**src/design/sgst_pkg.sv**
```systemverilog
// Shared widths, register indexes and the scale unit result type.
`timescale 1ns / 1ps
`default_nettype none
package sgst_pkg;

  localparam int DATA_W    = 32;
  localparam int THR_W     = 31;
  localparam int SUM_W     = 64;
  localparam int MULT_W    = 33;
  localparam int CFG_IDX_W = 1;

  // Configuration register indexes
  localparam logic [CFG_IDX_W-1:0] REG_L1_THRESHOLD    = 1'b0;
  localparam logic [CFG_IDX_W-1:0] REG_GROUP_THRESHOLD = 1'b1;

  // Result of the root and divide unit
  typedef struct packed {
    logic              done;
    logic [MULT_W-1:0] mult;
  } sgst_scale_t;

endpackage
`default_nettype wire

```
**src/design/sgst_root_div.sv**
```systemverilog
// Iterative integer square root followed by a restoring divide for the scale factor.
`timescale 1ns / 1ps
`default_nettype none
module sgst_root_div (
  input  wire logic                          clk,
  input  wire logic                          rst_n,
  input  wire logic                          start,
  input  wire logic [sgst_pkg::SUM_W-1:0]    sum_i,
  input  wire logic [sgst_pkg::THR_W-1:0]    t2_i,
  output sgst_pkg::sgst_scale_t              scale_o
);

  localparam logic [1:0] ST_IDLE = 2'd0;
  localparam logic [1:0] ST_SQRT = 2'd1;
  localparam logic [1:0] ST_DIVI = 2'd2;
  localparam logic [1:0] ST_DIV  = 2'd3;

  localparam int HALF_W = sgst_pkg::SUM_W / 2;

  logic [1:0]                    state_r, state_nxt;
  logic [4:0]                    step_r, step_nxt;
  logic [sgst_pkg::SUM_W-1:0]    v_r, v_nxt;
  logic [sgst_pkg::SUM_W-1:0]    root_r, root_nxt;
  logic [sgst_pkg::SUM_W-1:0]    bit_r, bit_nxt;
  logic [HALF_W-1:0]             n_r, n_nxt;
  logic [HALF_W-1:0]             rem_r, rem_nxt;
  logic [HALF_W-1:0]             q_r, q_nxt;
  logic                          qint_r, qint_nxt;
  logic                          done_r, done_nxt;

  logic [sgst_pkg::SUM_W-1:0]    trial;
  logic [HALF_W-1:0]             t2_ext;
  logic [HALF_W-1:0]             n_nz;
  logic [HALF_W-1:0]             n_cl;
  logic [HALF_W:0]               rem_sh;
  logic                          rem_ge;

  assign t2_ext = {1'b0, t2_i};
  assign trial  = root_r + bit_r;
  assign n_nz   = (root_r[HALF_W-1:0] == '0) ? HALF_W'(1) : root_r[HALF_W-1:0];
  assign n_cl   = (n_nz < t2_ext) ? t2_ext : n_nz;
  assign rem_sh = {rem_r, 1'b0};
  assign rem_ge = (rem_sh >= {1'b0, n_r});

  // Sequence the root and divide steps
  always_comb begin
    state_nxt = state_r;
    step_nxt  = step_r;
    v_nxt     = v_r;
    root_nxt  = root_r;
    bit_nxt   = bit_r;
    n_nxt     = n_r;
    rem_nxt   = rem_r;
    q_nxt     = q_r;
    qint_nxt  = qint_r;
    done_nxt  = 1'b0;
    case (state_r)
      ST_IDLE: begin
        if (start) begin
          v_nxt     = sum_i;
          root_nxt  = '0;
          bit_nxt   = {2'b01, {(sgst_pkg::SUM_W-2){1'b0}}};
          step_nxt  = '0;
          state_nxt = ST_SQRT;
        end
      end
      ST_SQRT: begin
        // one result bit per step
        if (v_r >= trial) begin
          v_nxt    = v_r - trial;
          root_nxt = (root_r >> 1) + bit_r;
        end else begin
          root_nxt = root_r >> 1;
        end
        bit_nxt  = bit_r >> 2;
        step_nxt = step_r + 5'd1;
        if (step_r == 5'd31) begin
          state_nxt = ST_DIVI;
        end
      end
      ST_DIVI: begin
        // clamp the norm, take the integer part of (n - t2) / n
        n_nxt     = n_cl;
        qint_nxt  = (t2_i == '0);
        rem_nxt   = (t2_i == '0) ? '0 : (n_cl - t2_ext);
        step_nxt  = '0;
        state_nxt = ST_DIV;
      end
      ST_DIV: begin
        // one fraction bit per step
        rem_nxt  = rem_ge ? HALF_W'(rem_sh - {1'b0, n_r}) : rem_sh[HALF_W-1:0];
        q_nxt    = {q_r[HALF_W-2:0], rem_ge};
        step_nxt = step_r + 5'd1;
        if (step_r == 5'd31) begin
          done_nxt  = 1'b1;
          state_nxt = ST_IDLE;
        end
      end
      default: begin
        state_nxt = ST_IDLE;
      end
    endcase
  end

  always_ff @(posedge clk) begin
    if (!rst_n) begin
      state_r <= ST_IDLE;
      done_r  <= 1'b0;
    end else begin
      state_r <= state_nxt;
      done_r  <= done_nxt;
    end
  end

  always_ff @(posedge clk) begin
    step_r <= step_nxt;
    v_r    <= v_nxt;
    root_r <= root_nxt;
    bit_r  <= bit_nxt;
    n_r    <= n_nxt;
    rem_r  <= rem_nxt;
    q_r    <= q_nxt;
    qint_r <= qint_nxt;
  end

  assign scale_o.done = done_r;
  assign scale_o.mult = {qint_r, q_r};

endmodule
`default_nettype wire

```
**config.mk**
```make
export PLATFORM = sky130hd
export DESIGN_NAME = sgst_root_div
export DESIGN_NICKNAME = d
export VERILOG_FILES = /design/src/design/sgst_pkg.sv /design/src/design/sgst_root_div.sv
export SDC_FILE = /design/constraint.sdc
export NUM_CORES = 1
export LEC_CHECK = 0
export ABC_AREA = 1
export BUFFER_PORTS_ARGS = -buffer_cell sky130_fd_sc_hd__buf_2
export CORE_MARGIN = 4
export CORE_UTILIZATION = 45
export CTS_CLUSTER_DIAMETER = 80
export DETAILED_ROUTE_END_ITERATION = 12
export GPL_TIMING_DRIVEN = 0
export PLACE_DENSITY = 0.63
export SYNTH_ARGS = -nofsm -noshare
export SYNTH_HDL_FRONTEND = slang
export SYNTH_SLANG_ARGS = --single-unit
export TNS_END_PERCENT = 5
```
**constraint.sdc**
```tcl
create_clock -name clk -period 20.8 [get_ports clk]
set_clock_uncertainty 0.05 [all_clocks]
set_input_delay 5.2 -clock clk [delete_from_list [all_inputs] [get_ports clk]]
set_output_delay 5.2 -clock clk [all_outputs]
set_load 0.01 [all_outputs]
```
---- Word-level counts from Yosys, hierarchy flattened ----
Cells that the tools add are included.
W data, S select, Z words.
cells by class
  add/subtract/negate cells ............... 6
  magnitude comparators ................... 3
  eq/ne operators ......................... 8
  mux-type cells .......................... 20
  reduce and logical (&&, ||, !) cells .... 10
operator list
  operator               count
  $pmux W64 S2           3
  $mux W64               5
  $mux W32               4
  $add A63 B64 Y64       1
  $add A64 B64 Y64       1
  $ge A64 B64 Y1         1
  $pmux W32 S2           1
  $sub A64 B64 Y64       1
  $ge A33 B32 Y1         1
  $logic_not A32 Y1      1
  $lt A32 B31 Y1         1
  $sub A32 B31 Y32       1
  $sub A32 B32 Y32       1
  $logic_not A31 Y1      1
  $pmux W5 S3            1
  $ne A2 B2 Y1 const B   4
  $pmux W2 S4            1
  $mux W2                3
  $reduce_and A3 Y1      2
  $add A5 B1 Y5 const B  1
  $eq A5 B5 Y1 const B   1
  $mux W5                1
  $eq A2 B2 Y1 const B   2
  $reduce_and A2 Y1      2
  5 further kinds        6
storage, ports and cells
  register bits ........................... 297
  logic and storage cells ................. 57

---- Logic depth before layout (Yosys ltp) ----
  depth after elaboration ................. 7
  mapped depth ............................ 36

---- Worst setup path after synthesis ----
No wires, ideal clock.
  path type ............................... input port to flip-flop
  from .................................... input start
  to ...................................... register v_r[0] in the netlist's numbering (enable)
  arrival time ............................ 9.626 ns
  required time ........................... 20.185 ns
  slack ................................... 10.559 ns
  stages .................................. 2
  buffers on the path ..................... 0
  cells stage by stage .................... nor2_1 nor3_1
on the way
  longest elaborated chain between the ends .. 2
RTL lines
  what                         line                  source
  start, declared              sgst_root_div.sv:7    input wire logic start,
  $ne A2 B2 Y1 (no line)       n/a
  $reduce_and A3 Y1 (no line)  n/a
  end signal, assigned         sgst_root_div.sv:117  v_r <= v_nxt;
  end, declared                sgst_root_div.sv:22   logic [sgst_pkg::SUM_W-1:0] v_r, v_nxt;
Every way passes these cells.
A chain may end at the register's enable or synchronous reset.

---- Worst setup path after layout ----
  from .................................... input t2_i[17] in the netlist's numbering
  to ...................................... register rem_r[31] (data pin)
on the way
  longest elaborated chain between the ends .. 5
  elaborated cells on any way between the ends .. 6
  classes of those cells .................. 1 x add/sub; 1 x order compare; 3 x mux; 1 x reduce/logical
RTL lines
  what                  line                  source
  start, declared       sgst_root_div.sv:9    input wire logic [sgst_pkg::THR_W-1:0] t2_i,
  $lt A32 B31 Y1        sgst_root_div.sv:41   assign n_cl = (n_nz < t2_ext) ? t2_ext : n_nz;
  $mux W32              sgst_root_div.sv:41
  via n_cl[2]           sgst_root_div.sv:34   logic [HALF_W-1:0] n_cl;
  $sub A32 B31 Y32      sgst_root_div.sv:85   rem_nxt = (t2_i == '0) ? '0 : (n_cl - t2_ext);
  $mux W32              sgst_root_div.sv:85
  $pmux W32 S2          sgst_root_div.sv:57   case (state_r)
  via rem_nxt[31]       sgst_root_div.sv:26   logic [HALF_W-1:0] rem_r, rem_nxt;
  end signal, assigned  sgst_root_div.sv:121  rem_r <= rem_nxt;
  end, declared         sgst_root_div.sv:26
The timed path passes the listed nets, and every way through them passes these cells.

==> summary by stage <==
Placement
The placement-stage cell area is between 20000 and 30000 um^2. Routability-driven placement finished with a final weighted congestion of 0.983. Detailed placement finished with a half-perimeter wire length of between 80000 and 90000 um. The count of buffers added on input and output ports is ~130.

Final layout
The number of antenna cells inserted is 0. The layout overhead on the synthesized area is 10.7%. The net count of the finished layout is between 4000 and 5000.

Cells with a size suffix above 1 make up under 10% of the layout. After routing the design area is between 20000 and 30000 um^2. The final standard cell utilization of the core is 50.2%.

Die
The floorplan step set the die width to about 250 um. The number of cell rows is slightly below 90. The die covers 63400 um^2. roughly 130 I/O pins were placed. The die outline height is between 200 and 300 um. The starting utilization of the core area is 45.4%.

The placeable core area is between 50000 and 60000 um^2.

STA
The count of final max-slew check failures was 0. The final-report setup violation count is 0. In this run the tightest slew margin relative to its limit is around 17%. In the final timing run, aggregate negative setup slack is 0 ps. The maximum clock frequency is 98.9 MHz. For the pin with the worst max-slew slack, the measured transition is ~1200 ps. The worst path uses 48.6% of the clock period. The final hold violation count is 0. The routed design could run at a clock period as short as just over 10000 ps. Setup repair after global routing left no endpoint under its margin.

Worst setup path
The cell type group with the largest total delay on the critical path is compound AO/OA/AOI/OAI gates. The endpoint of the most critical setup path is rem_r[31]. The cell that appears most often on the critical path is sky130_fd_sc_hd__nand2_1.

The total number of cells along the worst setup path is 26. The critical path data required time is ~21000 ps. The highest-delay cell along the critical path is sky130_fd_sc_hd__a211oi_1. For the worst flop-to-flop path, the logic depth is 28. The kind of launch point of the worst setup path is an input port. The worst reg2reg path endpoint is v_r[61].

The maximum fanout along the worst path is 10. The worst setup path is captured at a flip-flop. Tracing the worst setup path back leads to its startpoint at t2_i[17].

The critical path in this run is classified as in2reg. The worst reg2reg path startpoint is root_r[40]. The endpoint arrival time on the critical path is 10360 ps. On the worst path, the slowest cell contributes a delay of around 960 ps. The number of buffer and inverter stages on the critical path is 3. The setup slack of the most critical reg-to-reg path is between 10000 and 15000 ps.

Drt
After detailed routing, the number of vias per cell comes to between 5 and 6. In the final routed layout, each cell accounts on average for about 20 um. For this block, the routed nets add up to between 90000 and 100000 um of wire. Once detail routing completed, the nets flagged for antenna violations numbered 0. The total number of vias is 27000.

The DRC violation count after routing is 0. The first-pass iteration count of the detailed router is 6. The violation count after the first detailed-route iteration is roughly 2200.

Clock tree
Once the clock tree was built, the setup fixing pass inserted 0 buffers. TritonCTS built the clock tree. Counting the buffers created by CTS gives 34. The number of clock sinks is about 270. After clock tree synthesis, the flow added hold-fix buffers numbering 0. The number of gates given a new drive strength after cts is 0.

Clock-pin slew was measured on the worst setup and hold paths at 50 ps. Counting along the longest clock path gives a buffer depth of 3. The cell chosen for the clock root is sky130_fd_sc_hd__clkbuf_16. The clock latency on the worst-skew pair is 560 ps. The H-tree depth is 2.

Synth
The share of the synthesized area in the top cell type is 29.4%. For this run, asynchronously set or reset flops after synthesis account for 0%. Summing the areas of all compound-gate instances in the mapped netlist gives between 10% and 20% of the synthesized area. The post-synthesis cell type with the largest combined area is sky130_fd_sc_hd__edfxtp_1. The most common flop cell mapped by yosys is sky130_fd_sc_hd__edfxtp_1.

Yosys attributes the largest share of cell area to sky130_fd_sc_hd__edfxtp_1 29%, sky130_fd_sc_hd__nand2_1 14%, sky130_fd_sc_hd__ha_1 11%. The average instance in the mapped netlist occupies roughly 6.8 um^2. After synthesis the netlist holds a flip-flop and latch count of between 200 and 300. By area, the combinational part of the netlist is dominated by simple AND/OR/NAND/NOR gates. The post-synthesis share of cell area spent on and, or, nand and nor gates is 28.1%. The post-synthesis mux area share is 0%. The proportion of synthesized chip area in sequential cells is 29.7%. Counting flops with a built-in enable in the synthesized netlist gives between 200 and 300.

The cell area that synthesis handed to floorplanning was about 27000 um^2. The number of different library cells in the post-synthesis netlist is 58. After Yosys synthesis, XOR and XNOR cells account for between 4 and 5% of the synthesized area. The synthesized instance count is slightly below 4000.

During synthesis, Yosys emitted a total of 0 warnings. The number of nets in the synthesized netlist is roughly 4300. The share of synthesized cell area in full adder, half adder and majority cells is a little over a tenth.

Global routing
The pin count of the biggest net entering global routing is 36. The first global-routing pass estimated ~150000 um of wire. The initial antenna violation count is 1. After global routing the overflow that remains totals 0. The via count of the first global-routing pass is around 25000. Global routing used 29.3% of the available tracks.

Status
The flow ran to the end, and the final reports show no timing, DRC or antenna violations.

Hold path
The startpoint of the most critical hold path is q_r[29]. The type of the most critical hold path is reg2reg.

Run
The max-cap violation count is 0.
## synthesized netlist by cell type, drive strengths merged, types with 38 or more instances
| master | instances |
|---|---|
| a21oi | 315 |
| a31oi | 45 |
| clkbuf | 69 |
| edfxtp | 262 |
| ha | 230 |
| inv | 583 |
| nand2 | 965 |
| nand3 | 233 |
| nand4 | 38 |
| nor2 | 460 |
| nor3 | 49 |
| o21ai | 323 |
| xnor2 | 69 |
| xor2 | 73 |
## kinds of logic after synthesis
family,count (synthesis)
buf+inv,687
xor+xnor,142
compound gates,811
simple gates,1816
flops,265
fa+ha+maj,233
## sequential cells by signal (all words and copies together) (netlist names)
| name | cells |
|---|---|
| q_r | 32 |
| qint_r | 1 |
| v_r | 64 |
| bit_r | 32 |
| done_r | 1 |
| step_r | 5 |
| state_r | 2 |
| rem_r | 32 |
| n_r | 32 |
| root_r | 64 |
## layout by cell type (no fill, tap or decap), types with 45 or more instances in the layout
cell | Yosys | layout
sky130_fd_sc_hd__a31oi_1 | 45 | 45
sky130_fd_sc_hd__nor2_1 | 457 | 456
sky130_fd_sc_hd__inv_1 | 575 | 575
sky130_fd_sc_hd__a21oi_1 | 315 | 315
sky130_fd_sc_hd__xnor2_1 | 69 | 69
sky130_fd_sc_hd__nand3_1 | 230 | 230
sky130_fd_sc_hd__xor2_1 | 73 | 73
sky130_fd_sc_hd__nand2_1 | 963 | 963
sky130_fd_sc_hd__buf_2 | 26 | 157
sky130_fd_sc_hd__o21ai_0 | 288 | 288
sky130_fd_sc_hd__edfxtp_1 | 262 | 262
sky130_fd_sc_hd__ha_1 | 230 | 228
sky130_fd_sc_hd__nor3_1 | 49 | 48
sky130_fd_sc_hd__clkbuf_1 | 65 | 72
## layout make-up
| class | count | area (um^2) |
|---|---|---|
| timing repair buffer | 141 | 803 |
| inverter | 583 | 2190 |
| buffer | 104 | 458 |
| clock inverter | 14 | 145 |
| multi-input combinational | 3002 | 16200 |
| tap | 773 | 967 |
| fill | 6192 | 29300 |
| clock buffer | 44 | 930 |
| sequential | 265 | 7930 |
## worst register-to-register path, delay by kind of cell, from the launching register on
| kind | cells | cell delay [ps] |
|---|---|---|
| DFF | 1 | 510 |
| adders and majority gates | 2 | 760 |
| buffers and inverters | 7 | 1310 |
| xor gates and xnor gates | 1 | 320 |
| and+or+nand+nor | 14 | 2760 |
| AOI/OAI and AO/OA | 4 | 1210 |
## metal layers
metal,part of all wire [%],track usage (%)
met4,3.9,10.2
met2,47,50.1
met3,5.5,3.13
met5,0,0
met1,44,38.7
## how the worst min path moves through the flow
stage | to | cells past startpoint
after floorplan | state_r[1] | 2
after global placement | q_r[31] | 0
after detailed placement | q_r[30] | 0
after CTS | q_r[30] | 0
after global routing | q_r[30] | 0
final | q_r[30] | 0
## per-stage QoR
step	std cells	hold WS (ps)	worst slack, ps
final	4926	389	10690
after global routing	4926	403	10300
after CTS	4926	391	10710
after detailed placement	4868	378	10130
after global placement	4858	372	7670
after floorplan	3954	440	10560
Power is not shown: default switching activity piles up to over one toggle a cycle in this logic, so the estimate is an artifact.
